**config.mk**
```make
export PLATFORM = sky130hd
export DESIGN_NAME = utf8_stream_decoder
export DESIGN_NICKNAME = d
export VERILOG_FILES = /design/src/hdl/usd_pkg.sv /design/src/hdl/usd_ctrl.sv /design/src/hdl/usd_datapath.sv /design/src/hdl/utf8_stream_decoder.sv
export SDC_FILE = /design/constraint.sdc
export NUM_CORES = 1
export LEC_CHECK = 0
export BUFFER_PORTS_ARGS = -buffer_cell sky130_fd_sc_hd__buf_2
export CAP_MARGIN = 15
export CORE_ASPECT_RATIO = 0.9
export CORE_MARGIN = 2
export CORE_UTILIZATION = 30
export DETAILED_ROUTE_END_ITERATION = 10
export HOLD_SLACK_MARGIN = 0.08
export PLACE_DENSITY = 0.56
export SYNTH_ARGS = -nofsm -noshare
export SYNTH_HDL_FRONTEND = slang
export SYNTH_SLANG_ARGS = --single-unit
```
**constraint.sdc**
```tcl
create_clock -name clk -period 5.85 [get_ports clk]
set_clock_uncertainty 0.1 [all_clocks]
set_input_delay 0.585 -clock clk [delete_from_list [all_inputs] [get_ports clk]]
set_output_delay 0.585 -clock clk [all_outputs]
set_load 0.02 [all_outputs]
```
**src/hdl/usd_pkg.sv**
```systemverilog
package usd_pkg;

  localparam int unsigned BYTE_W = 8;
  localparam int unsigned CP_W   = 21;
  localparam int unsigned USED_W = 3;
  localparam int unsigned CNT_W  = 3;
  localparam int unsigned WIN_D  = 4;

  localparam logic [CP_W-1:0] ERR_CP_RESET = 21'h00FFFD;
  localparam logic [CP_W-1:0] SURR_LO      = 21'h00D800;
  localparam logic [CP_W-1:0] SURR_HI      = 21'h00DFFF;

  localparam logic [BYTE_W-1:0] MASK_1 = 8'h80;
  localparam logic [BYTE_W-1:0] MASK_2 = 8'hE0;
  localparam logic [BYTE_W-1:0] MASK_3 = 8'hF0;
  localparam logic [BYTE_W-1:0] MASK_4 = 8'hF8;
  localparam logic [BYTE_W-1:0] LEAD_2 = 8'hC0;
  localparam logic [BYTE_W-1:0] LEAD_3 = 8'hE0;
  localparam logic [BYTE_W-1:0] LEAD_4 = 8'hF0;
  localparam logic [BYTE_W-1:0] TRAIL_LO = 8'h80;
  localparam logic [BYTE_W-1:0] TRAIL_HI = 8'hBF;

  // controller to datapath
  typedef struct packed {
    logic load;  // take the input byte into the window
    logic emit;  // register a result and drop its bytes
  } cmd_t;

  // datapath to controller
  typedef struct packed {
    logic wait_more;  // window gives no result now
    logic last;       // result at the front ends the run for this byte
  } sts_t;

  // sequence length from the lead byte, zero for a bad lead
  function automatic logic [USED_W-1:0] lead_len(input logic [BYTE_W-1:0] b);
    logic [USED_W-1:0] n;
    n = 3'd0;
    if ((b & MASK_1) == 8'h00) n = 3'd1;
    else if ((b & MASK_2) == LEAD_2) n = 3'd2;
    else if ((b & MASK_3) == LEAD_3) n = 3'd3;
    else if ((b & MASK_4) == LEAD_4) n = 3'd4;
    return n;
  endfunction

  function automatic logic is_trail(input logic [BYTE_W-1:0] b);
    return (b >= TRAIL_LO) && (b <= TRAIL_HI);
  endfunction

endpackage

```
**src/hdl/usd_ctrl.sv**
```systemverilog
module usd_ctrl (
  input  logic          clk,
  input  logic          rst_n,
  input  logic          in_valid,
  output logic          in_ready,
  output logic          out_valid,
  input  logic          out_ready,
  input  usd_pkg::sts_t sts,
  output usd_pkg::cmd_t cmd
);

  typedef enum logic [1:0] {
    S_IDLE = 2'b01,
    S_SCAN = 2'b10
  } state_t;

  state_t state_r, state_nxt;
  logic   out_valid_r, out_valid_nxt;
  logic   slot_free;

  assign slot_free = !out_valid_r || out_ready;

  always_comb begin
    state_nxt = state_r;
    in_ready  = 1'b0;
    cmd.load  = 1'b0;
    cmd.emit  = 1'b0;
    case (state_r)
      S_IDLE: begin
        in_ready = 1'b1;
        if (in_valid) begin
          cmd.load  = 1'b1;
          state_nxt = S_SCAN;
        end
      end
      S_SCAN: begin
        if (sts.wait_more) begin
          in_ready  = 1'b1;
          cmd.load  = in_valid;
          state_nxt = in_valid ? S_SCAN : S_IDLE;
        end else if (slot_free) begin
          cmd.emit = 1'b1;
          // last result of the run frees the window for the next byte
          if (sts.last) begin
            in_ready  = 1'b1;
            cmd.load  = in_valid;
            state_nxt = in_valid ? S_SCAN : S_IDLE;
          end
        end
      end
      default: state_nxt = S_IDLE;
    endcase
  end

  always_comb begin
    out_valid_nxt = out_valid_r;
    if (cmd.emit) out_valid_nxt = 1'b1;
    else if (out_ready) out_valid_nxt = 1'b0;
  end

  always_ff @(posedge clk) begin
    if (!rst_n) begin
      state_r     <= S_IDLE;
      out_valid_r <= 1'b0;
    end else begin
      state_r     <= state_nxt;
      out_valid_r <= out_valid_nxt;
    end
  end

  assign out_valid = out_valid_r;

endmodule

```
**src/hdl/usd_datapath.sv**
```systemverilog
module usd_datapath (
  input  logic                          clk,
  input  logic                          rst_n,
  input  logic [usd_pkg::BYTE_W-1:0]    in_data_byte,
  input  logic                          in_end_of_data,
  input  logic                          cfg_wr_en,
  input  logic [usd_pkg::CP_W-1:0]      cfg_wr_data,
  input  usd_pkg::cmd_t                 cmd,
  output usd_pkg::sts_t                 sts,
  output logic [usd_pkg::CP_W-1:0]      out_codepoint,
  output logic [usd_pkg::USED_W-1:0]    out_bytes_used,
  output logic                          out_is_error,
  output logic                          out_last_of_run
);

  logic [usd_pkg::BYTE_W-1:0] window_r [usd_pkg::WIN_D];
  logic [usd_pkg::BYTE_W-1:0] window_nxt [usd_pkg::WIN_D];
  logic [usd_pkg::BYTE_W-1:0] shifted [usd_pkg::WIN_D];
  logic [usd_pkg::BYTE_W-1:0] base [usd_pkg::WIN_D];
  logic [usd_pkg::CNT_W-1:0]  count_r, count_nxt, base_cnt;
  logic                       eod_r;
  logic [usd_pkg::CP_W-1:0]   err_cp_r;

  logic [usd_pkg::CP_W-1:0]   cp_r;
  logic [usd_pkg::USED_W-1:0] used_r;
  logic                       err_r;
  logic                       last_r;

  logic [usd_pkg::USED_W-1:0] need, n_drop, need_next;
  logic [usd_pkg::CNT_W-1:0]  remain;
  logic [usd_pkg::CP_W-1:0]   cp;
  logic                       bad_lead, short_seq, trail_ok, surrogate, fail;

  // evaluate the sequence at the front of the window
  always_comb begin
    need      = usd_pkg::lead_len(window_r[0]);
    bad_lead  = (need == 3'd0);
    short_seq = (count_r < need);
    case (need)
      3'd1:    cp = {14'd0, window_r[0][6:0]};
      3'd2:    cp = {10'd0, window_r[0][4:0], window_r[1][5:0]};
      3'd3:    cp = {5'd0, window_r[0][3:0], window_r[1][5:0], window_r[2][5:0]};
      default: cp = {window_r[0][2:0], window_r[1][5:0], window_r[2][5:0],
                     window_r[3][5:0]};
    endcase
    trail_ok = ((need < 3'd2) || usd_pkg::is_trail(window_r[1])) &&
               ((need < 3'd3) || usd_pkg::is_trail(window_r[2])) &&
               ((need < 3'd4) || usd_pkg::is_trail(window_r[3]));
    surrogate = (cp >= usd_pkg::SURR_LO) && (cp <= usd_pkg::SURR_HI);
    fail      = bad_lead || short_seq || !trail_ok || surrogate;
    n_drop    = fail ? 3'd1 : need;
    remain    = count_r - n_drop;
    need_next = usd_pkg::lead_len(window_r[n_drop[1:0]]);

    sts.wait_more = (count_r == 3'd0) || (!bad_lead && short_seq && !eod_r);
    // run ends when the window empties or the next sequence must wait for bytes
    sts.last = (remain == 3'd0) ||
               ((need_next != 3'd0) && (remain < need_next) && !eod_r);
  end

  always_comb begin
    for (int i = 0; i < usd_pkg::WIN_D; i++) begin
      shifted[i] = window_r[i];
    end
    case (n_drop)
      3'd1: begin
        shifted[0] = window_r[1];
        shifted[1] = window_r[2];
        shifted[2] = window_r[3];
      end
      3'd2: begin
        shifted[0] = window_r[2];
        shifted[1] = window_r[3];
      end
      3'd3: shifted[0] = window_r[3];
      default: ;
    endcase

    base_cnt = cmd.emit ? remain : count_r;
    for (int i = 0; i < usd_pkg::WIN_D; i++) begin
      base[i]       = cmd.emit ? shifted[i] : window_r[i];
      window_nxt[i] = base[i];
    end
    count_nxt = base_cnt;
    if (cmd.load) begin
      window_nxt[base_cnt[1:0]] = in_data_byte;
      count_nxt = base_cnt + 3'd1;
    end
  end

  always_ff @(posedge clk) begin
    if (!rst_n) begin
      count_r  <= '0;
      err_cp_r <= usd_pkg::ERR_CP_RESET;
    end else begin
      count_r <= count_nxt;
      if (cfg_wr_en) err_cp_r <= cfg_wr_data;
    end
  end

  always_ff @(posedge clk) begin
    for (int i = 0; i < usd_pkg::WIN_D; i++) begin
      window_r[i] <= window_nxt[i];
    end
    if (cmd.load) eod_r <= in_end_of_data;
    if (cmd.emit) begin
      cp_r   <= fail ? err_cp_r : cp;
      used_r <= n_drop;
      err_r  <= fail;
      last_r <= sts.last;
    end
  end

  assign out_codepoint   = cp_r;
  assign out_bytes_used  = used_r;
  assign out_is_error    = err_r;
  assign out_last_of_run = last_r;

endmodule

```
**src/hdl/utf8_stream_decoder.sv**
```systemverilog
// channel  direction  ports                                          transaction
// in       input      in_valid/in_ready, in_data_byte, in_end_of_data  one raw byte
// out      output     out_valid/out_ready, out_codepoint, out_bytes_used,
//                     out_is_error, out_last_of_run                   one result
// cfg      input      cfg_wr_en, cfg_wr_data                          error codepoint write
//
// a byte is taken every cycle while each byte yields at most one result and out is free
// a byte that yields k results keeps in_ready low until its last result; one shared
// evaluation unit over the window front produces one result per cycle while out is free
// after an idle spell a byte is loaded into the window, then its first result registered
// synchronous active-low reset empties the window and restores the error codepoint 0xFFFD
// a stall on out holds both the result register and the scan
module utf8_stream_decoder (
  input  logic                        clk,
  input  logic                        rst_n,
  input  logic                        in_valid,
  output logic                        in_ready,
  input  logic [usd_pkg::BYTE_W-1:0]  in_data_byte,
  input  logic                        in_end_of_data,
  output logic                        out_valid,
  input  logic                        out_ready,
  output logic [usd_pkg::CP_W-1:0]    out_codepoint,
  output logic [usd_pkg::USED_W-1:0]  out_bytes_used,
  output logic                        out_is_error,
  output logic                        out_last_of_run,
  input  logic                        cfg_wr_en,
  input  logic [usd_pkg::CP_W-1:0]    cfg_wr_data
);

  usd_pkg::cmd_t cmd;
  usd_pkg::sts_t sts;

  usd_ctrl u_ctrl (
    .clk       (clk),
    .rst_n     (rst_n),
    .in_valid  (in_valid),
    .in_ready  (in_ready),
    .out_valid (out_valid),
    .out_ready (out_ready),
    .sts       (sts),
    .cmd       (cmd)
  );

  usd_datapath u_datapath (
    .clk             (clk),
    .rst_n           (rst_n),
    .in_data_byte    (in_data_byte),
    .in_end_of_data  (in_end_of_data),
    .cfg_wr_en       (cfg_wr_en),
    .cfg_wr_data     (cfg_wr_data),
    .cmd             (cmd),
    .sts             (sts),
    .out_codepoint   (out_codepoint),
    .out_bytes_used  (out_bytes_used),
    .out_is_error    (out_is_error),
    .out_last_of_run (out_last_of_run)
  );

endmodule
```
Word level (Yosys, flattened, before mapping)
Memories as Yosys holds them, arrays and structs flattened.
Cells that the tools add are included.
{"block": "word_totals", "mem_bits_rw": 32, "n_memories": 1, "in_bits": 35, "wordCells": 119, "register_bits": 54}
{"block": "classes", "n_addsub": 2, "n_bitwise": 1, "reduce_logical": 32, "order_cmp": 15, "n_eq_ne": 17, "muxes": 42}
{"name": "u_datapath.window_r", "words": 4, "width": 8, "read_ports": 5, "rd_ports_with_merged_regs": 0, "write_ports": 4, "line_no": "usd_datapath.sv:16", "rtl": "logic [usd_pkg::BYTE_W-1:0] window_r [usd_pkg::WIN_D];"}
{"operator": "$pmux W21 S3", "n": 1}
{"operator": "$mux W8", "n": 5}
{"operator": "$mux W3", "n": 11}
{"operator": "$bwmux W32", "n": 1}
{"operator": "$mux W32", "n": 1}
{"operator": "$ge A8 B8 Y1 const B", "n": 3}
{"operator": "$le A8 B8 Y1 const B", "n": 3}
{"operator": "$pmux W8 S3", "n": 1}
{"operator": "$ge A21 B16 Y1 const B", "n": 1}
{"operator": "$le A21 B16 Y1 const B", "n": 1}
{"operator": "$mux W21", "n": 1}
{"operator": "$demux W8 S2", "n": 1}
{"operator": "$logic_not A8 Y1", "n": 2}
{"operator": "$pmux W8 S2", "n": 1}
{"operator": "$eq A3 B2 Y1 const B", "n": 4}
{"operator": "$mux W2", "n": 6}
{"operator": "$logic_and A1 B1 Y1", "n": 11}
{"operator": "$eq A5 B5 Y1 const B", "n": 2}
{"operator": "$mux W1", "n": 10}
{"operator": "$logic_not A3 Y1", "n": 3}
{"operator": "$logic_or A1 B1 Y1", "n": 9}
{"operator": "$eq A4 B4 Y1 const B", "n": 2}
{"operator": "$eq A3 B1 Y1 const B", "n": 2}
{"operator": "$eq A3 B3 Y1 const B", "n": 2}
{"operator": "other kinds (19)", "n": 25}

Longest topological paths before layout
An unclocked memory read counts as a cell.
{"block": "logic_depth", "word_depth": 35, "depth_mapped": 24}

Cells and area by module
From an unflattened synthesis, not the netlist that was laid out.
{"block": "unflattened", "hier_cells": 485, "hier_area_um2": 4593.2}
{"mod": "usd_datapath", "area_per_inst_um2": 4351.7, "cells_each": 459, "seq_area_each_um2": 2011.9, "n_inst": 1}
{"mod": "usd_ctrl", "area_per_inst_um2": 241.5, "cells_each": 26, "seq_area_each_um2": 60.1, "n_inst": 1}

Worst setup path after synthesis
OpenSTA, ideal clock, no wires.
{"block": "synth_timing", "path_kind": "register to output", "start": "mem u_datapath.window_r[0][7] (netlist bit)", "end": "out in_ready", "arrival_ns": 4.839, "path_stages_with_launch": 24, "slack_ns": 0.326, "required_time_ns": 5.165, "cell_sequence": "dfxtp_1 buf_4 clkbuf_1 nand3_1 ha_1 o21a_1 nor2_1 a2111oi_2 o21a_1 buf_4 clkbuf_1 nand3_1 ha_1 fa_1 xor2_1 xnor2_1 ha_1 o21ai_0 nand2_1 and4bb_4 a211oi_4 inv_4 a21oi_1 nor3_1"}
{"element": "start, declared", "line_no": "usd_datapath.sv:16"}
{"element": "end, declared", "line_no": "utf8_stream_decoder.sv:17", "rtl": "output logic in_ready,"}

==> summary.md <==
| Metric | Value |
|---|---|
| Cell Rows | 43 |
| CTS Hold Bufs | 0 |
| Synth top area cells | edfxtp_1 22%, dfxtp_1 21%, mux2_4 6.5% |
| GPL Wtd Cong | 0.883 |
| Number of standard cells in the layout, taps in and fillers out | 743 |
| Gate Count Post-Synth | 481 |
| Root Driver | clkbuf_16 |
| Hold Vio Cnt, Final | 0 |
| Initial antenna violation count | 0 |
| Num CTS Buffers | 9 |
| Worst-margin pin slew | 1.12 ns |
| First-pass GRT wire length | between 15 and 20 mm |
| Residual DRC count | 0 |
| RSZ-0062 raised after global routing | no |
| EDFF count, synth | 35 |
| Initial drt markers | 423 |
| Syn Std Cell Area | 4820 um2 |
| Most frequent cells in the layout | 81 x nand2_1, 62 x buf_2, 48 x dfxtp_1 |
| Avg Inst Size Synth | 10.0 um2 |
| Fillers | approximately 1,500 |
| Placed insts | 727 |
| Final slew viol count | 0 |
| Share of the clock period used by the worst path | 94.3% |
| Post-synthesis sequential area ratio | 43.0% |
| Clock transition at path regs | 0.06 ns |
| CTS H-Tree Depth | 3 |
| Peak supply drop | about 0.23 mV |
| Data arrival, critical path | 4.83 ns |
| GR Util met3 | 2.89% |
| WP data required | 5.16 ns |
| Post-place setup slack | 0.380 ns |
| Clock sinks | between 80 and 90 |
| NumNets Final | 583 |
| CP Max Fanout | 17 |
| P_leak | approximately 2.3 nW |
| Synthesized net count | 528 |
| Post-detailed-placement half-perimeter wirelength | 9.55 mm |
| Outcome | complete, no violations |
| Area Overhead vs Synth | 17.2% |
| Wirelength per Cell | 17.2 um |
| Yosys warning count | 0 |
| Die Area | 17,100 um2 |
| Avg Vias per Cell | 5.26 |
| WL final | 12.8 mm |
| Diode count | 0 |
| Layout cells sized above 1 | 26.6% |
| Setup violators final | 0 |
| Power per cell area | 534 nW/um2 |
| Storage cell area | 2080 um2 |
| Grt total ovfl | 0 |
| Pre-antenna DRT Iters | 8 |
| Die height | 124 um |
| M1 GR Usage | approximately 22% |
| Largest net degree at the start of global routing | 35 |
| Slew HR | roughly a quarter |
| Flops & latches, synth | 86 |
| Multi-input logic area | 2580 um2 |
| GRT Util Overall | between 10 and 15% |
| Final Critical Period | 5.52 ns |
| WHS | 0.317 ns |
| Setup TNS | 0 ns |
| Largest area contributor in the netlist | edfxtp_1 |
| Util after Layout | 36.4% |
| Nature of the critical path startpoint | flip-flop |
| Starting Density | 31.0% |
| Cell variety after synth | 70 |
| CP endpoint kind | primary output |
| Gr busiest metal | met2 |
| Max-cap violations | 0 |
| Hold WC Path Type | in -> reg |
| Pwr Total | 3.02 mW |
| Worst-skew pair later-pin latency | 0.35 ns |
| PortBufs | 62 |
| Top_reg_cell synth | dfxtp_1 |
| Clock buffer depth | 2 |
| Finished Cell Area | 5650 um2 |
| Placed cell areas | 5320 um2 |
| Post-route ant nets | 0 |
| Area fraction of the dominant cell type after synthesis | 21.8% |
| Highest Clock Rate | 181 MHz |
| CP Class | reg -> out |
| Postcts setup bufs | 0 |
| Grt met2 use | a little over a fifth |
| Most common cell after layout, fill and taps aside | nand2_1 |
| Die Width | 138 um |
| Io pins | 63 |
| Via count | slightly below 4,000 |
| CTS tree | done |
| Placeable Area | ~16,000 um2 |
| Vias in the first global route | 3,710 |
| Final worst setup slack | 0.332 ns |
| Synth async-reset ratio | 0% |
## final cells by class
type	count	share of cell area [%]
clock inverters	4	0.531
multi-input cells	350	45.7
well taps	202	4.47
flip-flops and latches	86	36.8
clock buffers	12	4.54
inverters	18	1.26
repair buffers	71	6.75
## worst max-delay path, cell delays in order, from the launching register on
cell	delay (ns)
dfxtp_4	0.44
nand4_2	0.13
nor2_1	0.20
inv_1	0.10
ha_1	0.28
o21a_1	0.11
nor2_1	0.07
a2111oi_4	0.32
o21a_1	0.20
buf_4	0.23
clkinv_2	0.10
nor2_2	0.18
fa_1	0.45
inv_1	0.08
ha_1	0.23
nor2b_1	0.13
o21ai_0	0.15
nand2_1	0.11
and4bb_4	0.34
a211oi_4	0.06
inv_4	0.15
a21oi_1	0.08
nor3_1	0.17
buf_2	0.19
## per-layer routing
metal / vias up / share of wire [%] / wire length, um
met1: 1841 / 47 / 6030
met3: 15 / 7.3 / 927
met4: 0 / 1.6 / 200
met2: 150 / 44 / 5620
met5: - / 0 / 0
li1: 1901 / - / -
## power breakdown
group / switching [mW] / internal [mW] / leakage, nW / total [mW]
clock network: 0.232 / 0.312 / 0.139 / 0.544
registers: 0.180 / 0.786 / 0.739 / 0.966
logic: 0.870 / 0.640 / 1.46 / 1.51
total: 1.28 / 1.74 / 2.34 / 3.02
## repair_timing
action                                  in CTS  in global routing
endpoints found under the setup margin       1                  1
gates resized for setup                      1                  9
hold endpoints to repair                     0                  0
## path summary, 6_finish.rpt
check | startpoint | to | slack [ns] | cells after the start
worst max-delay path | u_datapath.window_r[0][6]$_DFF_P_ | in_ready | 0.33 | 23
worst max register to register | u_datapath.window_r[0][6]$_DFF_P_ | u_datapath.window_r[1][6]$_DFF_P_ | 0.67 | 21
worst min-delay path | in_end_of_data | u_datapath.eod_r$_DFFE_PP_ | 0.32 | 1
worst min register to register | u_datapath.err_cp_r[7]$_SDFFE_PN1P_ | u_datapath.err_cp_r[7]$_SDFFE_PN1P_ | 0.38 | 2
## logic make-up after synthesis
kind of cell             synth area share [%]
AO/OA/AOI/OAI                            19.7
multiplexers                             14.2
adder cells (fa/ha/maj)                  3.27
buffers and inverters                    4.25
AND/OR/NAND/NOR                          15.3
flip-flops                               43.0
XOR/XNOR                                0.363
## registers in the layout, summed over array words and instances, names as in the netlist, named ones only
| signal | flops |
|---|---|
| u_ctrl.out_valid | 1 |
| u_ctrl.state_r | 2 |
| u_datapath.count_r | 3 |
| u_datapath.eod_r | 1 |
| u_datapath.err_cp_r | 21 |
| u_datapath.out_bytes_used | 3 |
| u_datapath.out_codepoint | 21 |
| u_datapath.out_is_error | 1 |
| u_datapath.out_last_of_run | 1 |
| u_datapath.window_r | 24 |
## Yosys cell counts, types with 2 or more instances
master and count:
nand2_1 81, clkbuf_1 17, inv_1 13, o311ai_0 3, mux2_4 21, a21oi_1 23
a31oi_1 5, a2111oi_2 2, nand3_1 15, a22oi_1 9, a221oi_1 3, inv_2 2
nor3_1 3, ha_1 11, o21ai_0 23, buf_4 4, nor2b_1 3, a32oi_1 2
o21a_1 5, o31ai_1 3, a222oi_1 14, buf_1 2, buf_6 2, and3b_1 2
mux2_2 8, a41oi_4 3, mux2i_1 28, buf_2 2, and3_1 4, dfxtp_1 51
a22o_1 3, o22ai_1 3, nor2_1 37, nand2b_1 4, edfxtp_1 35
No activity file was read; power rests on OpenSTA's default activity.
